[src/sv/mmu_pkg.sv]
// Package with shared widths, command codes and types of the matrix multiply unit.
`default_nettype none
package mmu_pkg;

  localparam int CMD_W   = 2;
  localparam int IDX_IN_W = 3;
  localparam int VAL_W   = 16;
  localparam int PROD_W  = 35;
  localparam int ACC_W   = PROD_W + 1;
  localparam int DIM_REG_W = 4;
  localparam int PADDR_W = 4;
  localparam int PDATA_W = 32;

  localparam logic [CMD_W-1:0] CMD_WRITE_A = 2'd0;
  localparam logic [CMD_W-1:0] CMD_WRITE_B = 2'd1;
  localparam logic [CMD_W-1:0] CMD_COMPUTE = 2'd2;

  localparam logic [1:0] REG_A_ROWS = 2'd0;
  localparam logic [1:0] REG_A_COLS = 2'd1;
  localparam logic [1:0] REG_B_ROWS = 2'd2;
  localparam logic [1:0] REG_B_COLS = 2'd3;

  localparam logic [DIM_REG_W-1:0] DIM_RESET = 4'd8;

  typedef struct packed {
    logic shift;
    logic clear;
  } cell_ctl_t;

endpackage
`default_nettype wire

[src/sv/mmu_if.sv]
// Stream interfaces for the request and result channels.
`default_nettype none
interface mmu_req_if;
  import mmu_pkg::*;
  logic                    valid;
  logic                    ready;
  logic [CMD_W-1:0]        command;
  logic [IDX_IN_W-1:0]     row_index;
  logic [IDX_IN_W-1:0]     col_index;
  logic signed [VAL_W-1:0] entry_value;
  modport source (output valid, command, row_index, col_index, entry_value, input ready);
  modport sink (input valid, command, row_index, col_index, entry_value, output ready);
endinterface

interface mmu_res_if;
  import mmu_pkg::*;
  logic                     valid;
  logic                     ready;
  logic [IDX_IN_W-1:0]      out_row;
  logic [IDX_IN_W-1:0]      out_col;
  logic signed [PROD_W-1:0] product_value;
  logic                     size_mismatch;
  logic                     last;
  modport source (output valid, out_row, out_col, product_value, size_mismatch, last,
                  input ready);
  modport sink (input valid, out_row, out_col, product_value, size_mismatch, last,
                output ready);
endinterface
`default_nettype wire

[src/sv/mmu_ram.sv]
// Generic single-write, single-read RAM with registered read data.
`default_nettype none
module mmu_ram #(
  parameter int WIDTH = 16,
  parameter int DEPTH = 64
) (
  input  wire logic                     clk,
  input  wire logic                     we,
  input  wire logic [$clog2(DEPTH)-1:0] waddr,
  input  wire logic [WIDTH-1:0]         wdata,
  input  wire logic                     re,
  input  wire logic [$clog2(DEPTH)-1:0] raddr,
  output logic [WIDTH-1:0]              rdata
);
  logic [WIDTH-1:0] mem [DEPTH];

  always_ff @(posedge clk) begin
    if (we) begin
      mem[waddr] <= wdata;
    end
    if (re) begin
      rdata <= mem[raddr];
    end
  end
endmodule
`default_nettype wire

[src/sv/mmu_cell.sv]
// One accumulator cell of the rotating chain of partial sums.
`default_nettype none
module mmu_cell
  import mmu_pkg::*;
(
  input  wire logic                    clk,
  input  wire cell_ctl_t               ctl,
  input  wire logic signed [ACC_W-1:0] prev,
  input  wire logic signed [ACC_W-1:0] addend,
  output logic signed [ACC_W-1:0]      acc
);
  always_ff @(posedge clk) begin
    if (ctl.shift) begin
      acc <= (ctl.clear ? '0 : prev) + addend;
    end
  end
endmodule
`default_nettype wire

[src/sv/matrix_multiply_unit.sv]
// Top level of the matrix multiply unit: stores, sequencer, multiplier and cell chain.
// Write transactions are accepted back to back while the unit is idle.
// A compute transaction performs one multiply-accumulate per cycle while results are
// taken, through the single read port of each store.
// Results stall the whole pipeline when not taken. Reset is synchronous; it marks all
// entries of both stores as unwritten (read as zero) and sets all sizes to eight.
`default_nettype none
module matrix_multiply_unit
  import mmu_pkg::*;
#(
  parameter int MAX_DIM = 8
) (
  input  wire logic               clk,
  input  wire logic               rst,
  mmu_req_if.sink                 request,
  mmu_res_if.source               result,
  input  wire logic               psel,
  input  wire logic               penable,
  input  wire logic               pwrite,
  input  wire logic [PADDR_W-1:0] paddr,
  input  wire logic [PDATA_W-1:0] pwdata,
  output logic [PDATA_W-1:0]      prdata,
  output logic                    pready
);
  localparam int DEPTH  = MAX_DIM * MAX_DIM;
  localparam int ADDR_W = $clog2(DEPTH);
  localparam int IDX_W  = $clog2(MAX_DIM);
  localparam int DIM_W  = $clog2(MAX_DIM + 1);
  localparam int CMP_W  = 8;

  localparam logic [1:0] S_IDLE  = 2'd0;
  localparam logic [1:0] S_RUN   = 2'd1;
  localparam logic [1:0] S_DRAIN = 2'd2;
  localparam logic [1:0] S_MISM  = 2'd3;

  typedef struct packed {
    logic             valid;
    logic [IDX_W-1:0] row;
    logic [IDX_W-1:0] col;
    logic             first;
    logic             emit;
    logic             last;
  } tag_t;

  function automatic logic [DIM_W-1:0] eff_dim(input logic [DIM_REG_W-1:0] r);
    logic [DIM_W-1:0] v;
    v = DIM_W'(r);
    if (r == '0) begin
      v = DIM_W'(1);
    end else if (32'(r) > MAX_DIM) begin
      v = DIM_W'(MAX_DIM);
    end
    return v;
  endfunction

  logic [DIM_REG_W-1:0] a_rows, a_cols, b_rows, b_cols;
  logic [DIM_W-1:0] ar, ac, br, bc;
  logic cfg_wr;

  assign pready = 1'b1;
  assign cfg_wr = psel && penable && pwrite;

  always_ff @(posedge clk) begin
    if (rst) begin
      a_rows <= DIM_RESET;
      a_cols <= DIM_RESET;
      b_rows <= DIM_RESET;
      b_cols <= DIM_RESET;
    end else if (cfg_wr) begin
      case (paddr[3:2])
        REG_A_ROWS: a_rows <= pwdata[DIM_REG_W-1:0];
        REG_A_COLS: a_cols <= pwdata[DIM_REG_W-1:0];
        REG_B_ROWS: b_rows <= pwdata[DIM_REG_W-1:0];
        REG_B_COLS: b_cols <= pwdata[DIM_REG_W-1:0];
        default: ;
      endcase
    end
  end

  always_comb begin
    case (paddr[3:2])
      REG_A_ROWS: prdata = PDATA_W'(a_rows);
      REG_A_COLS: prdata = PDATA_W'(a_cols);
      REG_B_ROWS: prdata = PDATA_W'(b_rows);
      REG_B_COLS: prdata = PDATA_W'(b_cols);
      default:    prdata = '0;
    endcase
  end

  assign ar = eff_dim(a_rows);
  assign ac = eff_dim(a_cols);
  assign br = eff_dim(b_rows);
  assign bc = eff_dim(b_cols);

  logic [1:0] state;
  logic [IDX_W-1:0] i_cnt, k_cnt, j_cnt;
  logic en, req_acc, wr_a, wr_b, issue;
  logic [ADDR_W-1:0] waddr, a_raddr, b_raddr;
  logic [DEPTH-1:0] a_vld, b_vld;
  logic a_ok, b_ok;
  logic [VAL_W-1:0] a_data, b_data;
  tag_t t1, t2, t0;
  logic signed [ACC_W-1:0] prod2;
  logic i_last, k_last, j_last;

  assign en = !(result.valid && !result.ready);
  assign request.ready = (state == S_IDLE);
  assign req_acc = request.valid && request.ready;

  assign wr_a = req_acc && request.command == CMD_WRITE_A
                && CMP_W'(request.row_index) < CMP_W'(ar)
                && CMP_W'(request.col_index) < CMP_W'(ac);
  assign wr_b = req_acc && request.command == CMD_WRITE_B
                && CMP_W'(request.row_index) < CMP_W'(br)
                && CMP_W'(request.col_index) < CMP_W'(bc);
  assign waddr = ADDR_W'(32'(request.row_index) * MAX_DIM + 32'(request.col_index));

  assign a_raddr = ADDR_W'(32'(i_cnt) * MAX_DIM + 32'(k_cnt));
  assign b_raddr = ADDR_W'(32'(k_cnt) * MAX_DIM + 32'(j_cnt));
  assign issue = (state == S_RUN) && en;

  assign i_last = DIM_W'(i_cnt) == ar - DIM_W'(1);
  assign k_last = DIM_W'(k_cnt) == ac - DIM_W'(1);
  assign j_last = j_cnt == IDX_W'(MAX_DIM - 1);

  mmu_ram #(.WIDTH(VAL_W), .DEPTH(DEPTH)) a_ram (
    .clk(clk), .we(wr_a), .waddr(waddr), .wdata(request.entry_value),
    .re(issue), .raddr(a_raddr), .rdata(a_data)
  );

  mmu_ram #(.WIDTH(VAL_W), .DEPTH(DEPTH)) b_ram (
    .clk(clk), .we(wr_b), .waddr(waddr), .wdata(request.entry_value),
    .re(issue), .raddr(b_raddr), .rdata(b_data)
  );

  always_ff @(posedge clk) begin
    if (rst) begin
      a_vld <= '0;
      b_vld <= '0;
    end else begin
      if (wr_a) begin
        a_vld[waddr] <= 1'b1;
      end
      if (wr_b) begin
        b_vld[waddr] <= 1'b1;
      end
    end
  end

  always_comb begin
    t0.valid = 1'b1;
    t0.row   = i_cnt;
    t0.col   = j_cnt;
    t0.first = (k_cnt == '0);
    t0.emit  = k_last && CMP_W'(j_cnt) < CMP_W'(bc);
    t0.last  = i_last && DIM_W'(j_cnt) == bc - DIM_W'(1);
  end

  always_ff @(posedge clk) begin
    if (rst) begin
      state <= S_IDLE;
      i_cnt <= '0;
      k_cnt <= '0;
      j_cnt <= '0;
      t1    <= '0;
      t2    <= '0;
    end else begin
      case (state)
        S_IDLE: begin
          if (req_acc && request.command == CMD_COMPUTE) begin
            i_cnt <= '0;
            k_cnt <= '0;
            j_cnt <= '0;
            state <= (ac != br) ? S_MISM : S_RUN;
          end
        end
        S_RUN: begin
          if (en) begin
            j_cnt <= j_last ? '0 : j_cnt + IDX_W'(1);
            if (j_last) begin
              k_cnt <= k_last ? '0 : k_cnt + IDX_W'(1);
              if (k_last) begin
                i_cnt <= i_cnt + IDX_W'(1);
                if (i_last) begin
                  state <= S_DRAIN;
                end
              end
            end
          end
        end
        S_DRAIN: begin
          if (!t1.valid && !t2.valid) begin
            state <= S_IDLE;
          end
        end
        S_MISM: begin
          if (en) begin
            state <= S_IDLE;
          end
        end
        default: state <= S_IDLE;
      endcase
      if (en) begin
        t1 <= issue ? t0 : '0;
        t2 <= t1;
      end
    end
  end

  always_ff @(posedge clk) begin
    if (issue) begin
      a_ok <= a_vld[a_raddr];
      b_ok <= b_vld[b_raddr];
    end
    if (en) begin
      prod2 <= ACC_W'($signed(a_ok ? a_data : '0) * $signed(b_ok ? b_data : '0));
    end
  end

  logic signed [ACC_W-1:0] acc [MAX_DIM];
  cell_ctl_t ctl_head, ctl_rest;

  assign ctl_head.shift = en && t2.valid;
  assign ctl_head.clear = t2.first;
  assign ctl_rest.shift = en && t2.valid;
  assign ctl_rest.clear = 1'b0;

  mmu_cell head_cell (
    .clk(clk), .ctl(ctl_head), .prev(acc[MAX_DIM-1]), .addend(prod2), .acc(acc[0])
  );

  for (genvar n = 1; n < MAX_DIM; n++) begin : g_chain
    mmu_cell chain_cell (
      .clk(clk), .ctl(ctl_rest), .prev(acc[n-1]), .addend('0), .acc(acc[n])
    );
  end

  localparam logic signed [ACC_W-1:0] SAT_HI = ACC_W'((64'sd1 <<< (PROD_W - 1)) - 1);
  localparam logic signed [ACC_W-1:0] SAT_LO = -SAT_HI - ACC_W'(1);

  logic signed [ACC_W-1:0] sum;
  logic signed [PROD_W-1:0] sat;

  assign sum = (t2.first ? '0 : acc[MAX_DIM-1]) + prod2;

  always_comb begin
    if (sum > SAT_HI) begin
      sat = PROD_W'(SAT_HI);
    end else if (sum < SAT_LO) begin
      sat = PROD_W'(SAT_LO);
    end else begin
      sat = PROD_W'(sum);
    end
  end

  always_ff @(posedge clk) begin
    if (rst) begin
      result.valid <= 1'b0;
    end else if (en && state == S_MISM) begin
      result.valid <= 1'b1;
    end else if (en && t2.valid && t2.emit) begin
      result.valid <= 1'b1;
    end else if (result.ready) begin
      result.valid <= 1'b0;
    end
  end

  always_ff @(posedge clk) begin
    if (en && state == S_MISM) begin
      result.out_row       <= '0;
      result.out_col       <= '0;
      result.product_value <= '0;
      result.size_mismatch <= 1'b1;
      result.last          <= 1'b1;
    end else if (en && t2.valid && t2.emit) begin
      result.out_row       <= IDX_IN_W'(t2.row);
      result.out_col       <= IDX_IN_W'(t2.col);
      result.product_value <= sat;
      result.size_mismatch <= 1'b0;
      result.last          <= t2.last;
    end
  end
endmodule
`default_nettype wire
[src/flat_wrapper.sv]
// flat-port wrapper written by rule: the top's interface ports become plain ports
module matrix_multiply_unit_flat import mmu_pkg::*;
#(
  parameter int MAX_DIM = 8
)
  (clk, rst, psel, penable, pwrite, paddr, pwdata, prdata, pready, request_valid, request_command, request_row_index, request_col_index, request_entry_value, request_ready, result_valid, result_out_row, result_out_col, result_product_value, result_size_mismatch, result_last, result_ready);
  mmu_req_if request_i ();
  mmu_res_if result_i ();
  input  wire logic clk;
  input  wire logic rst;
  input  wire logic psel;
  input  wire logic penable;
  input  wire logic pwrite;
  input  wire logic [PADDR_W-1:0] paddr;
  input  wire logic [PDATA_W-1:0] pwdata;
  output logic [PDATA_W-1:0] prdata;
  output logic pready;
  input wire logic [$bits(request_i.valid)-1:0] request_valid;
  input wire logic [$bits(request_i.command)-1:0] request_command;
  input wire logic [$bits(request_i.row_index)-1:0] request_row_index;
  input wire logic [$bits(request_i.col_index)-1:0] request_col_index;
  input wire logic [$bits(request_i.entry_value)-1:0] request_entry_value;
  output wire logic [$bits(request_i.ready)-1:0] request_ready;
  output wire logic [$bits(result_i.valid)-1:0] result_valid;
  output wire logic [$bits(result_i.out_row)-1:0] result_out_row;
  output wire logic [$bits(result_i.out_col)-1:0] result_out_col;
  output wire logic [$bits(result_i.product_value)-1:0] result_product_value;
  output wire logic [$bits(result_i.size_mismatch)-1:0] result_size_mismatch;
  output wire logic [$bits(result_i.last)-1:0] result_last;
  input wire logic [$bits(result_i.ready)-1:0] result_ready;
  assign request_i.valid = request_valid;
  assign request_i.command = request_command;
  assign request_i.row_index = request_row_index;
  assign request_i.col_index = request_col_index;
  assign request_i.entry_value = request_entry_value;
  assign request_ready = request_i.ready;
  assign result_valid = result_i.valid;
  assign result_out_row = result_i.out_row;
  assign result_out_col = result_i.out_col;
  assign result_product_value = result_i.product_value;
  assign result_size_mismatch = result_i.size_mismatch;
  assign result_last = result_i.last;
  assign result_i.ready = result_ready;
  matrix_multiply_unit #(.MAX_DIM(MAX_DIM)) u_core (.clk(clk), .rst(rst), .request(request_i), .result(result_i), .psel(psel), .penable(penable), .pwrite(pwrite), .paddr(paddr), .pwdata(pwdata), .prdata(prdata), .pready(pready));
endmodule
[config.mk]
export PLATFORM = sky130hd
export DESIGN_NAME = matrix_multiply_unit_flat
export DESIGN_NICKNAME = d
export VERILOG_FILES = /design/src/sv/mmu_pkg.sv /design/src/sv/mmu_if.sv /design/src/sv/mmu_ram.sv /design/src/sv/mmu_cell.sv /design/src/sv/matrix_multiply_unit.sv /design/src/flat_wrapper.sv
export SDC_FILE = /design/constraint.sdc
export NUM_CORES = 2
export LEC_CHECK = 0
export CORE_UTILIZATION = 52
export CTS_BUF_LIST = sky130_fd_sc_hd__clkbuf_16
export CTS_CLUSTER_DIAMETER = 150
export DETAILED_ROUTE_END_ITERATION = 8
export DONT_BUFFER_PORTS = 1
export PLACE_DENSITY = 0.73
export REMOVE_ABC_BUFFERS = 1
export SLEW_MARGIN = 20
export SYNTH_ARGS = -nofsm -noshare
export SYNTH_HDL_FRONTEND = slang
export SYNTH_SLANG_ARGS = --single-unit
export TNS_END_PERCENT = 1
[constraint.sdc]
create_clock -name clk -period 29.7 [get_ports clk]
set_clock_uncertainty 0.15 [all_clocks]
set_input_delay 1.485 -clock clk [delete_from_list [all_inputs] [get_ports clk]]
set_output_delay 1.485 -clock clk [all_outputs]
set_load 0.1 [all_outputs]
==> impl_metrics.env <==
export IMPL_antenna_found_initial=8
export IMPL_avgSynthCellArea_um2=18.6
export IMPL_yosysTopAreaCell="edfxtp_1"
export IMPL_cts_resized=0
export IMPL_synth_edf_count=2402
export IMPL_die_h_um=462
export IMPL_layout_drive_gt1_share_pct=20.8
export IMPL_ys_flop_type="edfxtp_1"
export IMPL_cts_sinks=2621
export IMPL_rsz0062_at_grt="no"
export IMPL_grt_usage_pct=23.7
export IMPL_worst_pin_slew_ns=1.20
export IMPL_drt_iter0_markers=6259
export IMPL_fp_row_count=168
export IMPL_hp_class="reg2reg"
export IMPL_fin_area_um2=122000
export IMPL_p_per_area_nw_per_um2=64.4
export IMPL_via_count=55136
export IMPL_setup_viol=0
export IMPL_synth_top_area_share_pct=65.6
export IMPL_critPathLaunchType="flip-flop"
export IMPL_drv_cap=0
export IMPL_ant_nets=0
export IMPL_status="finished, final reports clean"
export IMPL_ys_types=77
export IMPL_io_buffers=0
export IMPL_ctsHoldBuffers=0
export IMPL_hold_viol_final=0
export IMPL_p_leak_uw=0.0401
export IMPL_syn_cell_area_um2=110000
export IMPL_place_area_um2=114000
export IMPL_fin_nets=6535
export IMPL_fmax_ghz=0.124
export IMPL_arrival_ns=8.58
export IMPL_start_util_pct=52.4
export IMPL_worst_ep_required_time_ns=30.21
export IMPL_slew_violations=0
export IMPL_drc=0
export IMPL_dieWidth_um=462
export IMPL_synthCells=5919
export IMPL_post_cts_repair_setup_buffers=0
export IMPL_cts_buffer_depth=4
export IMPL_criticalPathCategory="reg2reg"
export IMPL_crit_fanout=32
export IMPL_via_per_inst=6.08
export IMPL_finalWirelength_um=251000
export IMPL_place_gp_congestion=0.913
export IMPL_dp_cells=8591
export IMPL_vdd_drop_max_uv=56.5
export IMPL_grt_max_degree=177
export IMPL_clk_latency_ns=0.92
export IMPL_post_route_min_period_ns=8.07
export IMPL_finalSetupTns_ns=0
export IMPL_cts_tree="yes"
export IMPL_synth_area_leaders="edfxtp_1 (66%), mux4_2 (15%), fa_1 (4.8%)"
export IMPL_async_flop_share_pct=0
export IMPL_postLayoutCoreUtil_pct=58.2
export IMPL_relSlewSlack_pct=20.0
export IMPL_layout_area_overhead_vs_synth_pct=11.1
export IMPL_ys_warn_count=0
export IMPL_grt_pass1_wl_um=368000
export IMPL_grt_pass1_vias=55723
export IMPL_cts_made_buffers=281
export IMPL_wl_per_cell_um=27.6
export IMPL_coreArea_um2=210000
export IMPL_die_area_um2=213000
export IMPL_first_pass_iters=5
export IMPL_root_buffer="clkbuf_16"
export IMPL_ys_seq_area_share_pct=69.5
export IMPL_fillerInstances=14930
export IMPL_ys_seq_elements=2621
export IMPL_hpwlAfterDp_um=146000
export IMPL_end_kind="flip-flop"
export IMPL_timing_final_crit_share_pct=27.2
export IMPL_grt_overflow=0
export IMPL_io_pin_count=145
export IMPL_path_clk_slew_ns=0.06
export IMPL_fin_cells=9073
export IMPL_h_tree_depth=5
==> state kept, by name (all words and copies together) (netlist names), 9 cells and up <==
register	count
u_core.a_ram.mem	1024
u_core.a_ram.rdata	16
u_core.t1	10
u_core.head_cell.acc	36
u_core.result.product_value	35
u_core.a_vld	64
u_core.prod2	32
u_core.b_vld	64
u_core.t2	9
u_core.b_ram.rdata	16
u_core.b_ram.mem	1024
u_core.g_chain.chain_cell.acc	252
==> worst paths after layout <==
kind,cells after the start,to,from,slack [ns]
worst max-delay path,22,u_core.prod2[34],u_core.b_ok,21.63
worst min-delay path,0,u_core.g_chain[4].chain_cell.acc[19],u_core.g_chain[3].chain_cell.acc[19],0.25
worst max register to register,22,u_core.prod2[34],u_core.b_ok,21.63
worst min register to register,0,u_core.g_chain[4].chain_cell.acc[19],u_core.g_chain[3].chain_cell.acc[19],0.25
==> final cells by class <==
| cell class | count | area (um2) | share of cell area, % |
|---|---|---|---|
| Antenna cell | 4 | 10.0 | 0.00819 |
| Clock buffer | 289 | 7230 | 5.92 |
| Clock inverter | 189 | 1260 | 1.03 |
| Inverter | 345 | 1290 | 1.06 |
| Multi-Input combinational cell | 2664 | 31100 | 25.5 |
| Sequential cell | 2621 | 76500 | 62.6 |
| Tap cell | 2805 | 3510 | 2.87 |
| Timing Repair Buffer | 156 | 1240 | 1.01 |
==> power by group <==
group	internal, uW	switching, uW
combinational	191	313
sequential	4070	40.3
clock	1880	1380
==> cell usage in the layout (no fill, tap or decap), types with 10 or more instances in the layout <==
cell	count
edfxtp_1	2402
mux4_2	718
nor2_1	463
inv_1	405
clkbuf_16	289
nand2_1	268
fa_1	263
a21oi_1	250
dfxtp_1	211
buf_4	150
ha_1	136
o21ai_0	66
xnor2_1	63
clkinv_1	47
nor2b_1	44
clkinv_2	37
nand3_1	36
and2_1	30
conb_1	29
nand2b_1	24
xor2_1	22
a21o_1	21
nor3_1	21
and3_1	15
mux2i_1	15
o21a_1	14
bufinv_16	14
nor2_4	13
clkinvlp_4	12
a31oi_1	11
a211oi_1	10
==> routing by layer <==
| layer | GRT usage, % | up-vias | share of wire [%] |
|---|---|---|---|
| met5 | 0 | - | 0.0080 |
| met4 | 7.37 | 2 | 2.9 |
| met3 | 4.79 | 392 | 8.6 |
| met2 | 37.7 | 2569 | 48 |
| met1 | 33.2 | 29042 | 40 |
| li1 | - | 23131 | - |
==> cells by family (layout without fill, tap and decap cells) <==
kind of cell               after synthesis  after routing  share of synthesized area [%]
adders and majority gates              402            402                           6.36
AOI/OAI and AO/OA                      444            444                           2.39
DFF                                   2621           2621                           69.5
and+or+nand+nor                        971            971                           3.79
other                                    2             33                        0.00683
buffers and inverters                  661            979                           2.40
muxes                                  733            733                           14.8
xor gates and xnor gates                85             85                          0.677
==> stage by stage <==
step / setup WS, ns / power (uW) / hold slack (ns)
2_1_floorplan: 15.86 / 4590 / 0.250
3_3_place_gp: 21.67 / 4680 / 0.252
3_5_place_dp: 21.65 / 4690 / 0.255
4_1_cts: 21.65 / 7920 / 0.258
5_1_grt: 21.19 / 8090 / 0.262
6_report: 21.63 / 7870 / 0.254
==> critical path, stage by stage, from the launching register on <==
cell and delay, ns:
edfxtp_1 1.00, nand2_1 0.69, nor2_1 0.32, fa_1 0.45
inv_1 0.08, fa_1 0.44, fa_1 0.51, inv_1 0.06
fa_1 0.50, fa_1 0.49, inv_1 0.05, fa_1 0.47
inv_1 0.04, ha_1 0.37, a211o_1 0.32, nand2b_1 0.18
a31o_1 0.24, a221oi_2 0.30, o21ai_1 0.16, or4b_1 0.51
a31o_1 0.24, a21oi_2 0.14, xnor2_1 0.07
==> synth_stat cells, types with 14 or more instances <==
master	count
edfxtp_1	2402
mux4_2	718
nor2_1	483
inv_1	344
nand2_1	268
fa_1	263
a21oi_1	250
dfxtp_1	219
clkbuf_1	190
ha_1	136
buf_1	70
o21ai_0	66
xnor2_1	63
nor2b_1	45
nand3_1	37
and2_1	31
buf_4	31
buf_2	24
nand2b_1	24
nor3_1	22
xor2_1	22
a21o_1	21
and3_1	16
mux2i_1	15
o21a_1	14
Note: power is estimated with default switching activity, not from simulation.
